$ cat src/rtl/hsce_pkg.sv
`timescale 1ns / 1ps
// ----------------------------------------------------------------------------
// hsce_pkg: shared types, constants and functions for the character escaper
// Holds character codes, the byte class encoding and escape sequence tables.
// ----------------------------------------------------------------------------
package hsce_pkg;

    localparam int BYTE_W      = 8;
    localparam int MAX_RUN     = 6;
    localparam int IDX_W       = 3;
    localparam int QUEUE_DEPTH = 2;

    typedef logic [BYTE_W-1:0] byte_t;
    typedef logic [IDX_W-1:0]  idx_t;

    localparam byte_t CH_LT     = 8'h3C;
    localparam byte_t CH_GT     = 8'h3E;
    localparam byte_t CH_AMP    = 8'h26;
    localparam byte_t CH_QUOT   = 8'h22;
    localparam byte_t CH_APOS   = 8'h27;
    localparam byte_t CH_SEMI   = 8'h3B;
    localparam byte_t CH_DASH   = 8'h2D;
    localparam byte_t CH_SLASH  = 8'h2F;
    localparam byte_t CH_BSLASH = 8'h5C;
    localparam byte_t CH_PCT    = 8'h25;
    localparam byte_t CH_USCORE = 8'h5F;
    localparam byte_t CH_HASH   = 8'h23;
    localparam byte_t CH_3      = 8'h33;
    localparam byte_t CH_9      = 8'h39;
    localparam byte_t CH_A      = 8'h61;
    localparam byte_t CH_G      = 8'h67;
    localparam byte_t CH_L      = 8'h6C;
    localparam byte_t CH_M      = 8'h6D;
    localparam byte_t CH_O      = 8'h6F;
    localparam byte_t CH_P      = 8'h70;
    localparam byte_t CH_Q      = 8'h71;
    localparam byte_t CH_T      = 8'h74;
    localparam byte_t CH_U      = 8'h75;
    localparam byte_t PRINT_LO  = 8'h20;
    localparam byte_t PRINT_HI  = 8'h7E;

    typedef enum logic [2:0] {
        CLS_DROP,
        CLS_PASS,
        CLS_BSLASH,
        CLS_LT,
        CLS_GT,
        CLS_AMP,
        CLS_QUOT,
        CLS_APOS
    } hsce_class_t;

    typedef struct packed {
        hsce_class_t cls;
        byte_t       ch;
    } hsce_entry_t;

    function automatic hsce_class_t classify(input byte_t ch);
        hsce_class_t cls;
        unique case (ch)
            CH_LT:     cls = CLS_LT;
            CH_GT:     cls = CLS_GT;
            CH_AMP:    cls = CLS_AMP;
            CH_QUOT:   cls = CLS_QUOT;
            CH_APOS:   cls = CLS_APOS;
            CH_SEMI,
            CH_DASH,
            CH_SLASH,
            CH_BSLASH,
            CH_PCT,
            CH_USCORE: cls = CLS_BSLASH;
            default:   cls = (ch >= PRINT_LO && ch <= PRINT_HI) ? CLS_PASS : CLS_DROP;
        endcase
        return cls;
    endfunction

    // number of bytes emitted for a class
    function automatic idx_t run_len(input hsce_class_t cls);
        idx_t len;
        unique case (cls)
            CLS_PASS:   len = IDX_W'(1);
            CLS_BSLASH: len = IDX_W'(2);
            CLS_LT:     len = IDX_W'(4);
            CLS_GT:     len = IDX_W'(4);
            CLS_AMP:    len = IDX_W'(5);
            CLS_QUOT:   len = IDX_W'(6);
            CLS_APOS:   len = IDX_W'(5);
            default:    len = IDX_W'(0);
        endcase
        return len;
    endfunction

    // byte at position idx of the escape sequence
    function automatic byte_t run_byte(input hsce_class_t cls, input byte_t ch,
                                       input idx_t idx);
        byte_t b;
        b = ch;
        unique case (cls)
            CLS_BSLASH: b = (idx == IDX_W'(0)) ? CH_BSLASH : ch;
            CLS_LT:
                unique case (idx)
                    IDX_W'(0): b = CH_AMP;
                    IDX_W'(1): b = CH_L;
                    IDX_W'(2): b = CH_T;
                    default:   b = CH_SEMI;
                endcase
            CLS_GT:
                unique case (idx)
                    IDX_W'(0): b = CH_AMP;
                    IDX_W'(1): b = CH_G;
                    IDX_W'(2): b = CH_T;
                    default:   b = CH_SEMI;
                endcase
            CLS_AMP:
                unique case (idx)
                    IDX_W'(0): b = CH_AMP;
                    IDX_W'(1): b = CH_A;
                    IDX_W'(2): b = CH_M;
                    IDX_W'(3): b = CH_P;
                    default:   b = CH_SEMI;
                endcase
            CLS_QUOT:
                unique case (idx)
                    IDX_W'(0): b = CH_AMP;
                    IDX_W'(1): b = CH_Q;
                    IDX_W'(2): b = CH_U;
                    IDX_W'(3): b = CH_O;
                    IDX_W'(4): b = CH_T;
                    default:   b = CH_SEMI;
                endcase
            CLS_APOS:
                unique case (idx)
                    IDX_W'(0): b = CH_AMP;
                    IDX_W'(1): b = CH_HASH;
                    IDX_W'(2): b = CH_3;
                    IDX_W'(3): b = CH_9;
                    default:   b = CH_SEMI;
                endcase
            default:    b = ch;
        endcase
        return b;
    endfunction

endpackage

$ cat src/rtl/hsce_if.sv
`timescale 1ns / 1ps
// ----------------------------------------------------------------------------
// hsce_if: valid/ready channels of the character escaper
// Raw text byte channel and escaped byte channel.
// ----------------------------------------------------------------------------
interface hsce_in_if;
    logic                  valid;
    logic                  ready;
    logic [hsce_pkg::BYTE_W-1:0] in_byte;

    modport source (output valid, output in_byte, input ready);
    modport sink   (input valid, input in_byte, output ready);
endinterface

interface hsce_out_if;
    logic                  valid;
    logic                  ready;
    logic [hsce_pkg::BYTE_W-1:0] out_byte;
    logic                  run_last;

    modport source (output valid, output out_byte, output run_last, input ready);
    modport sink   (input valid, input out_byte, input run_last, output ready);
endinterface

$ cat src/rtl/hsce_front.sv
`timescale 1ns / 1ps
// ----------------------------------------------------------------------------
// hsce_front: request intake and classification
// Registers each accepted byte with its class; dropped bytes go no further.
// ----------------------------------------------------------------------------
module hsce_front (
    input  logic                 clk,
    input  logic                 rst_n,
    hsce_in_if.sink              raw,
    output logic                 push_valid,
    output hsce_pkg::hsce_entry_t push_entry,
    input  logic                 push_ready
);

    logic                  stage_valid_reg;
    logic                  stage_valid_next;
    hsce_pkg::hsce_entry_t stage_entry_reg;
    hsce_pkg::hsce_class_t cls;
    logic                  accept;

    assign cls       = hsce_pkg::classify(raw.in_byte);
    assign raw.ready = !stage_valid_reg || push_ready;
    assign accept    = raw.valid && raw.ready;

    always_comb
    begin
        if (accept)
            stage_valid_next = (cls != hsce_pkg::CLS_DROP);
        else if (push_ready)
            stage_valid_next = 1'b0;
        else
            stage_valid_next = stage_valid_reg;
    end

    always_ff @(posedge clk or negedge rst_n)
    begin
        if (!rst_n)
            stage_valid_reg <= 1'b0;
        else
            stage_valid_reg <= stage_valid_next;
    end

    always_ff @(posedge clk)
    begin
        if (accept)
        begin
            stage_entry_reg.cls <= cls;
            stage_entry_reg.ch  <= raw.in_byte;
        end
    end

    assign push_valid = stage_valid_reg;
    assign push_entry = stage_entry_reg;

endmodule

$ cat src/rtl/hsce_queue.sv
`timescale 1ns / 1ps
// ----------------------------------------------------------------------------
// hsce_queue: classified request queue
// Small FIFO that decouples classification from sequence emission.
// ----------------------------------------------------------------------------
module hsce_queue #(
    parameter int DEPTH = hsce_pkg::QUEUE_DEPTH
) (
    input  logic                  clk,
    input  logic                  rst_n,
    input  logic                  push_valid,
    input  hsce_pkg::hsce_entry_t push_entry,
    output logic                  push_ready,
    output logic                  pop_valid,
    output hsce_pkg::hsce_entry_t pop_entry,
    input  logic                  pop
);

    localparam int PTR_W = (DEPTH > 1) ? $clog2(DEPTH) : 1;
    localparam int CNT_W = $clog2(DEPTH + 1);

    hsce_pkg::hsce_entry_t mem [DEPTH];
    logic [PTR_W-1:0] wr_ptr_reg, wr_ptr_next;
    logic [PTR_W-1:0] rd_ptr_reg, rd_ptr_next;
    logic [CNT_W-1:0] count_reg, count_next;
    logic             do_push;
    logic             do_pop;

    assign push_ready = (count_reg != CNT_W'(DEPTH));
    assign pop_valid  = (count_reg != CNT_W'(0));
    assign do_push    = push_valid && push_ready;
    assign do_pop     = pop && pop_valid;
    assign pop_entry  = mem[rd_ptr_reg];

    always_comb
    begin
        wr_ptr_next = wr_ptr_reg;
        rd_ptr_next = rd_ptr_reg;
        count_next  = count_reg;
        if (do_push)
            wr_ptr_next = (wr_ptr_reg == PTR_W'(DEPTH - 1)) ? '0 : wr_ptr_reg + PTR_W'(1);
        if (do_pop)
            rd_ptr_next = (rd_ptr_reg == PTR_W'(DEPTH - 1)) ? '0 : rd_ptr_reg + PTR_W'(1);
        if (do_push && !do_pop)
            count_next = count_reg + CNT_W'(1);
        else if (do_pop && !do_push)
            count_next = count_reg - CNT_W'(1);
    end

    always_ff @(posedge clk or negedge rst_n)
    begin
        if (!rst_n)
        begin
            wr_ptr_reg <= '0;
            rd_ptr_reg <= '0;
            count_reg  <= '0;
        end
        else
        begin
            wr_ptr_reg <= wr_ptr_next;
            rd_ptr_reg <= rd_ptr_next;
            count_reg  <= count_next;
        end
    end

    always_ff @(posedge clk)
    begin
        if (do_push)
            mem[wr_ptr_reg] <= push_entry;
    end

endmodule

$ cat src/rtl/hsce_back.sv
`timescale 1ns / 1ps
// ----------------------------------------------------------------------------
// hsce_back: escape sequence emitter
// Walks the queued request's sequence into an output register, one byte per cycle unless stalled.
// ----------------------------------------------------------------------------
module hsce_back (
    input  logic                  clk,
    input  logic                  rst_n,
    input  logic                  q_valid,
    input  hsce_pkg::hsce_entry_t q_entry,
    output logic                  q_pop,
    hsce_out_if.source            esc
);

    hsce_pkg::idx_t  idx_reg, idx_next;
    logic            out_valid_reg, out_valid_next;
    hsce_pkg::byte_t out_byte_reg;
    logic            run_last_reg;
    logic            emit;
    logic            last;

    assign emit  = q_valid && (!out_valid_reg || esc.ready);
    assign last  = (idx_reg == hsce_pkg::run_len(q_entry.cls) - hsce_pkg::IDX_W'(1));
    assign q_pop = emit && last;

    always_comb
    begin
        idx_next = idx_reg;
        if (emit)
            idx_next = last ? '0 : idx_reg + hsce_pkg::IDX_W'(1);
    end

    always_comb
    begin
        if (emit)
            out_valid_next = 1'b1;
        else if (esc.ready)
            out_valid_next = 1'b0;
        else
            out_valid_next = out_valid_reg;
    end

    always_ff @(posedge clk or negedge rst_n)
    begin
        if (!rst_n)
        begin
            idx_reg       <= '0;
            out_valid_reg <= 1'b0;
        end
        else
        begin
            idx_reg       <= idx_next;
            out_valid_reg <= out_valid_next;
        end
    end

    always_ff @(posedge clk)
    begin
        if (emit)
        begin
            out_byte_reg <= hsce_pkg::run_byte(q_entry.cls, q_entry.ch, idx_reg);
            run_last_reg <= last;
        end
    end

    assign esc.valid    = out_valid_reg;
    assign esc.out_byte = out_byte_reg;
    assign esc.run_last = run_last_reg;

endmodule

$ cat src/rtl/html_sql_char_escaper_unit.sv
`timescale 1ns / 1ps
// The first escaped byte of a request passes through the intake register, the queue
// and the output register before it is presented.
// Throughput: one input byte per cycle, when the output is not stalled, for bytes that
// map to a single byte; an expanding byte occupies the emitter for its whole sequence
// of 2 to 6 bytes, so the emitter's one-byte-per-cycle output sets the sustained rate.
// Reset: rst_n clears the intake stage, queue pointers and emitter state.
// ----------------------------------------------------------------------------
// html_sql_char_escaper_unit: top level of the character escaper
// Intake/classify stage, request queue and escape sequence emitter.
// ----------------------------------------------------------------------------
module html_sql_char_escaper_unit #(
    parameter int QUEUE_DEPTH = hsce_pkg::QUEUE_DEPTH
) (
    input  logic       clk,
    input  logic       rst_n,
    hsce_in_if.sink    raw,
    hsce_out_if.source esc
);

    logic                  push_valid;
    logic                  push_ready;
    hsce_pkg::hsce_entry_t push_entry;
    logic                  q_valid;
    logic                  q_pop;
    hsce_pkg::hsce_entry_t q_entry;

    hsce_front u_front (
        .clk        (clk),
        .rst_n      (rst_n),
        .raw        (raw),
        .push_valid (push_valid),
        .push_entry (push_entry),
        .push_ready (push_ready)
    );

    hsce_queue #(
        .DEPTH (QUEUE_DEPTH)
    ) u_queue (
        .clk        (clk),
        .rst_n      (rst_n),
        .push_valid (push_valid),
        .push_entry (push_entry),
        .push_ready (push_ready),
        .pop_valid  (q_valid),
        .pop_entry  (q_entry),
        .pop        (q_pop)
    );

    hsce_back u_back (
        .clk     (clk),
        .rst_n   (rst_n),
        .q_valid (q_valid),
        .q_entry (q_entry),
        .q_pop   (q_pop),
        .esc     (esc)
    );

endmodule

$ cat src/flat_wrapper.sv
// flat-port wrapper written by rule: the top's interface ports become plain ports
module html_sql_char_escaper_unit_flat 
#(
    parameter int QUEUE_DEPTH = hsce_pkg::QUEUE_DEPTH
)
  (clk, rst_n, raw_valid, raw_in_byte, raw_ready, esc_valid, esc_out_byte, esc_run_last, esc_ready);
  hsce_in_if raw_i ();
  hsce_out_if esc_i ();
  input  logic clk;
  input  logic rst_n;
  input wire logic [$bits(raw_i.valid)-1:0] raw_valid;
  input wire logic [$bits(raw_i.in_byte)-1:0] raw_in_byte;
  output wire logic [$bits(raw_i.ready)-1:0] raw_ready;
  output wire logic [$bits(esc_i.valid)-1:0] esc_valid;
  output wire logic [$bits(esc_i.out_byte)-1:0] esc_out_byte;
  output wire logic [$bits(esc_i.run_last)-1:0] esc_run_last;
  input wire logic [$bits(esc_i.ready)-1:0] esc_ready;
  assign raw_i.valid = raw_valid;
  assign raw_i.in_byte = raw_in_byte;
  assign raw_ready = raw_i.ready;
  assign esc_valid = esc_i.valid;
  assign esc_out_byte = esc_i.out_byte;
  assign esc_run_last = esc_i.run_last;
  assign esc_i.ready = esc_ready;
  html_sql_char_escaper_unit #(.QUEUE_DEPTH(QUEUE_DEPTH)) u_core (.clk(clk), .rst_n(rst_n), .raw(raw_i), .esc(esc_i));
endmodule
$ cat config.mk
export PLATFORM = sky130hd
export DESIGN_NAME = html_sql_char_escaper_unit_flat
export DESIGN_NICKNAME = d
export VERILOG_FILES = /design/src/rtl/hsce_pkg.sv /design/src/rtl/hsce_if.sv /design/src/rtl/hsce_front.sv /design/src/rtl/hsce_queue.sv /design/src/rtl/hsce_back.sv /design/src/rtl/html_sql_char_escaper_unit.sv /design/src/flat_wrapper.sv
export SDC_FILE = /design/constraint.sdc
export NUM_CORES = 1
export LEC_CHECK = 0
export BUFFER_PORTS_ARGS = -buffer_cell sky130_fd_sc_hd__buf_2
export CORE_UTILIZATION = 53
export CTS_CLUSTER_SIZE = 10
export DETAILED_ROUTE_END_ITERATION = 6
export GPL_TIMING_DRIVEN = 0
export PLACE_DENSITY_LB_ADDON = 0.05
export SLEW_MARGIN = 25
export SYNTH_ARGS = -nofsm -noshare
export SYNTH_HDL_FRONTEND = slang
export SYNTH_SLANG_ARGS = --single-unit
$ cat constraint.sdc
create_clock -name clk -period 2.7 [get_ports clk]
set_clock_uncertainty 0.05 [all_clocks]
set_input_delay 0.54 -clock clk [delete_from_list [all_inputs] [get_ports clk]]
set_output_delay 0.54 -clock clk [all_outputs]
set_load 0.05 [all_outputs]
==> summary by stage <==
Placed design
Once detailed placement completed, the half-perimeter wirelength came to ~3600 um. OpenSTA, run right after detailed placement, puts the worst setup slack at -208 ps. During placement, the flow inserted port buffers numbering 22. The congestion estimate from routability-driven global placement came to approximately 0.86. The total cell area at the placement stage is 2920 um^2. The number of instances in the placed design is around 320.

Worst setup path
Traced cell by cell, the critical path runs through buf_6 > buf_6 > nand2b_4 > o22ai_4 > inv_2 > ha_4 > xnor2_4 > and4_4 > o31ai_4 > a211oi_2 > inv_1 > ha_4 > xor2_1 > nor2_1 > xor2_1. Data on the critical path is required at its endpoint by approximately 2900 ps. The type of destination of the critical path is a flop. The total number of cells along the worst setup path is 15. The worst setup path is launched from a flop. The end of the worst register-to-register path is u_core.u_queue.count_reg[1]. The number of buffers and inverters on the critical path is 4.

The data arrival time of the critical path is 2970 ps. The worst setup path is of the flop to flop kind. Across all register-to-register paths, the minimum setup slack is -90 ps. Measured in cells, the most critical reg-to-reg path has a length of 15. The cell at the slowest stage of the critical path is sky130_fd_sc_hd__dfrtp_1. The biggest fanout along the worst timing path is 5. The startpoint identified for the worst register-to-register timing path is u_core.u_queue.rd_ptr_reg.

Broken down by cell family, the worst path's largest delay share belongs to simple AND/OR/NAND/NOR gates. The largest single stage delay on the critical path is 390 ps.

STA
For the pin with the worst max-slew slack, the measured transition is between 600 and 700 ps. The max-slew violation total from the final report was 0. Subtracting the final worst setup slack from the clock period gives around 2800 ps. The max-slew headroom at the worst pin is a little under three fifths.

The smallest hold slack is 24.5 ps. The maximum clock frequency is about 0.36 GHz. The final critical path takes up 103% of the cycle.

The final setup slack of the worst path is -87.2 ps. Setup repair after global routing could not meet its margin everywhere. The count of endpoints failing hold in the final timing report is 0. The final number of setup-violating endpoints is 1.

Detailed routing
The remaining design rule violation count is 0. The number of detailed-routing iterations run before antenna repair is 5. For this block, the routed nets add up to between 5000 and 6000 um of wire.

In this run the remaining antenna-violating nets after routing total 0. In this run, the number of DRC markers left after iteration 0 of detailed routing was ~170. Using the TritonRoute via totals, the vias-per-cell ratio works out to between 5 and 6. After detailed routing, the average wire length per cell comes to ~15 um. The number of vias after detailed routing is about 2,000.

Floorplan
For this configuration, the core starts out at a cell density of ~56%. The die outline area is ~5400 um^2. After floorplanning, the core was divided into 25 placement rows.

The floorplan step set the die height to around 73 um. In this run the standard cell core region covers slightly below 5000 um^2. The die is 73.2 um wide. Pin placement for this block handled 23 I/O pins.

Synthesis
sky130_fd_sc_hd__edfxtp_1 is the most common cell in the netlist. Among all flip-flop cells after synthesis, the most frequent one is sky130_fd_sc_hd__edfxtp_1. Ranked by total cell area, the synthesized netlist is headed by sky130_fd_sc_hd__edfxtp_1 47%, sky130_fd_sc_hd__dfrtp_1 8.4%, sky130_fd_sc_hd__ha_1 3.3%, sky130_fd_sc_hd__mux2i_1 3.0%, sky130_fd_sc_hd__nand2_1 2.5%. The number of warnings issued by yosys is 0.

The cell area that synthesis handed to floorplanning was around 2700 um^2. The async set or reset register ratio after synthesis is between 10% and 20%. The share of the yosys chip area belonging to registers is between 50% and 60%. The number of nets in the synthesized netlist is about 250.

The largest total area in the synthesized netlist belongs to sky130_fd_sc_hd__edfxtp_1. Synthesis produced between 200 and 250 cells. In this run the biggest area consumer among cell types represents a little under half of the synthesized area. The number of enable-type register cells in the synthesized netlist is between 40 and 50.

After synthesis, the most frequently instantiated cells are 42 x sky130_fd_sc_hd__edfxtp_1, 18 x sky130_fd_sc_hd__nand2_1, 17 x sky130_fd_sc_hd__nor2_1. The number of library cell types mapped by synthesis is 51. The register bit count reported by yosys is a little over 50.

The synthesized area per cell is between 10 and 15 um^2.

Global route
The most heavily used metal layer in global routing is met2. The number of global-route vias before repair is 1,863. The met3 capacity usage during global routing is between 4 and 5%. The global routing met2 resource utilization is a little over a third.

The number of antenna violations at the first check in global routing was 0. For met1 alone, demand over resource in global routing was about 27%. Entering global routing, the biggest net connects 18 pins.

The first global-routing pass estimated around 8600 um of wire. The total track usage is between 20 and 25%. The residual overflow from global routing is 0.

Clock network
The clock latency reported for the late side of the worst-skew pair is 300 ps. The largest buffer count on any clock path is 2. After clock tree synthesis, the clock-pin slew on the worst setup and hold paths is roughly 90 ps. For this design, the CTS-stage hold fixing added 0 buffers. The number of buffers inserted during clock tree synthesis is 5. The count of H-tree levels built during CTS is 2. CTS placed an instance of sky130_fd_sc_hd__clkbuf_8 at the clock tree root. The total clock sinks is 51. The TritonCTS clock tree is done.

Finish
From synthesis to final layout, the design area changed by 19.5%. After the flow finishes, the layout carries non-filler instances totaling between 300 and 400. The share of post-route cells with drive strength above 1 is 26.1%. The number of fill cells is ~390.

The cell area after layout is around 3200 um^2. The register with the most flip-flops in the layout has 22 of them. The number of antenna diodes in the final layout is 0. The net total in the final layout is between 200 and 300.

Power and ir drop
The standby leakage power is 0.00122 uW. VDD sags by at most ~0.00058 V. The power density normalized to cell area is ~1200 nW/um^2.

Worst hold path
The class of the worst hold path is input pin to async pin.

Run status
The checks that failed: negative setup slack. The run finished, with violations left.

Job
The total of max-cap violations is 0.
==> through the flow <==
step / utilization, % / TNS [ps] / total power (uW)
after CTS: 66.2 / -120 / 3790
after detailed placement: 60.6 / -292 / 3000
after global routing: 66.7 / -368 / 4050
final: 66.7 / -87.2 / 3820
after global placement: 60.6 / -243 / 3000
after floorplan: - / -7.64 / 2650
==> cell usage in the layout (no fill, tap or decap), types with 4 or more instances in the layout <==
master	count
sky130_fd_sc_hd__a21oi_1	6
sky130_fd_sc_hd__buf_2	26
sky130_fd_sc_hd__buf_4	10
sky130_fd_sc_hd__clkbuf_8	5
sky130_fd_sc_hd__dfrtp_1	9
sky130_fd_sc_hd__edfxtp_1	42
sky130_fd_sc_hd__ha_1	5
sky130_fd_sc_hd__inv_1	11
sky130_fd_sc_hd__mux2_2	4
sky130_fd_sc_hd__mux2i_1	8
sky130_fd_sc_hd__nand2_1	18
sky130_fd_sc_hd__nand2b_1	5
sky130_fd_sc_hd__nand3_1	6
sky130_fd_sc_hd__nor2_1	16
sky130_fd_sc_hd__nor2b_1	6
sky130_fd_sc_hd__nor3_1	7
sky130_fd_sc_hd__o211ai_1	4
sky130_fd_sc_hd__o21ai_0	8
sky130_fd_sc_hd__o221ai_1	4
sky130_fd_sc_hd__o22ai_1	5
sky130_fd_sc_hd__xnor2_1	4
==> cell type report <==
class	count	area (um^2)	share of cell area, %
flip-flops and latches	51	1490	46.3
multi-input cells	159	1210	37.5
repair buffers	32	185	5.76
well taps	67	83.8	2.61
clock inverters	3	71.3	2.22
clock buffers	5	68.8	2.14
plain buffers	10	66.3	2.06
inverters	12	45.0	1.40
==> cell families after synthesis <==
logic type                 count (synthesis)  synth area share [%]
AOI/OAI and AO/OA                         52                  13.9
muxes                                     15                  6.14
and+or+nand+nor                           77                  15.0
adders and majority gates                  7                  3.26
DFF                                       51                  55.3
xor gates and xnor gates                   8                  2.61
buffers and inverters                     22                  3.86
==> worst max-delay path by stage <==
stage	startpoint	end	slack (ps)
6_report	u_core.u_queue.rd_ptr_reg	u_core.u_queue.count_reg[1]	-90
5_1_grt	u_core.u_queue.rd_ptr_reg	u_core.u_queue.count_reg[1]	-300
4_1_cts	u_core.u_queue.rd_ptr_reg	u_core.u_queue.count_reg[1]	-120
3_5_place_dp	u_core.u_queue.rd_ptr_reg	u_core.u_queue.count_reg[1]	-210
3_3_place_gp	u_core.u_queue.rd_ptr_reg	u_core.u_queue.count_reg[1]	-180
2_1_floorplan	u_core.u_queue.rd_ptr_reg	u_core.u_queue.count_reg[1]	-8
==> power breakdown <==
part	switching (uW)	internal (uW)
sequential	111	1110
clock	251	376
combinational	1210	764
==> worst register-to-register path, stage by stage, from the launching register on <==
cell and delay [ps]:
sky130_fd_sc_hd__dfrtp_1 390, sky130_fd_sc_hd__buf_6 130, sky130_fd_sc_hd__buf_6 120, sky130_fd_sc_hd__nand2b_4 140, sky130_fd_sc_hd__o22ai_4 110, sky130_fd_sc_hd__inv_2 80
sky130_fd_sc_hd__ha_4 180, sky130_fd_sc_hd__xnor2_4 250, sky130_fd_sc_hd__and4_4 280, sky130_fd_sc_hd__o31ai_4 70, sky130_fd_sc_hd__a211oi_2 240, sky130_fd_sc_hd__inv_1 100
sky130_fd_sc_hd__ha_4 170, sky130_fd_sc_hd__xor2_1 130, sky130_fd_sc_hd__nor2_1 130, sky130_fd_sc_hd__xor2_1 150
==> routing by layer <==
layer	vias to the layer above	routed length [um]
met5	-	0
met4	0	121
met3	14	240
met2	73	2460
met1	905	2260
li1	958	-
==> what timing repair did <==
| action | in CTS | in global routing |
|---|---|---|
| endpoints found under the setup margin | 2 | 3 |
| setup buffers | 7 | 3 |
| resized for setup | 10 | 2 |
| endpoints found under the hold margin | 0 | 0 |
| pin swaps | 8 | 7 |
No activity file was read; power rests on OpenSTA's default activity.
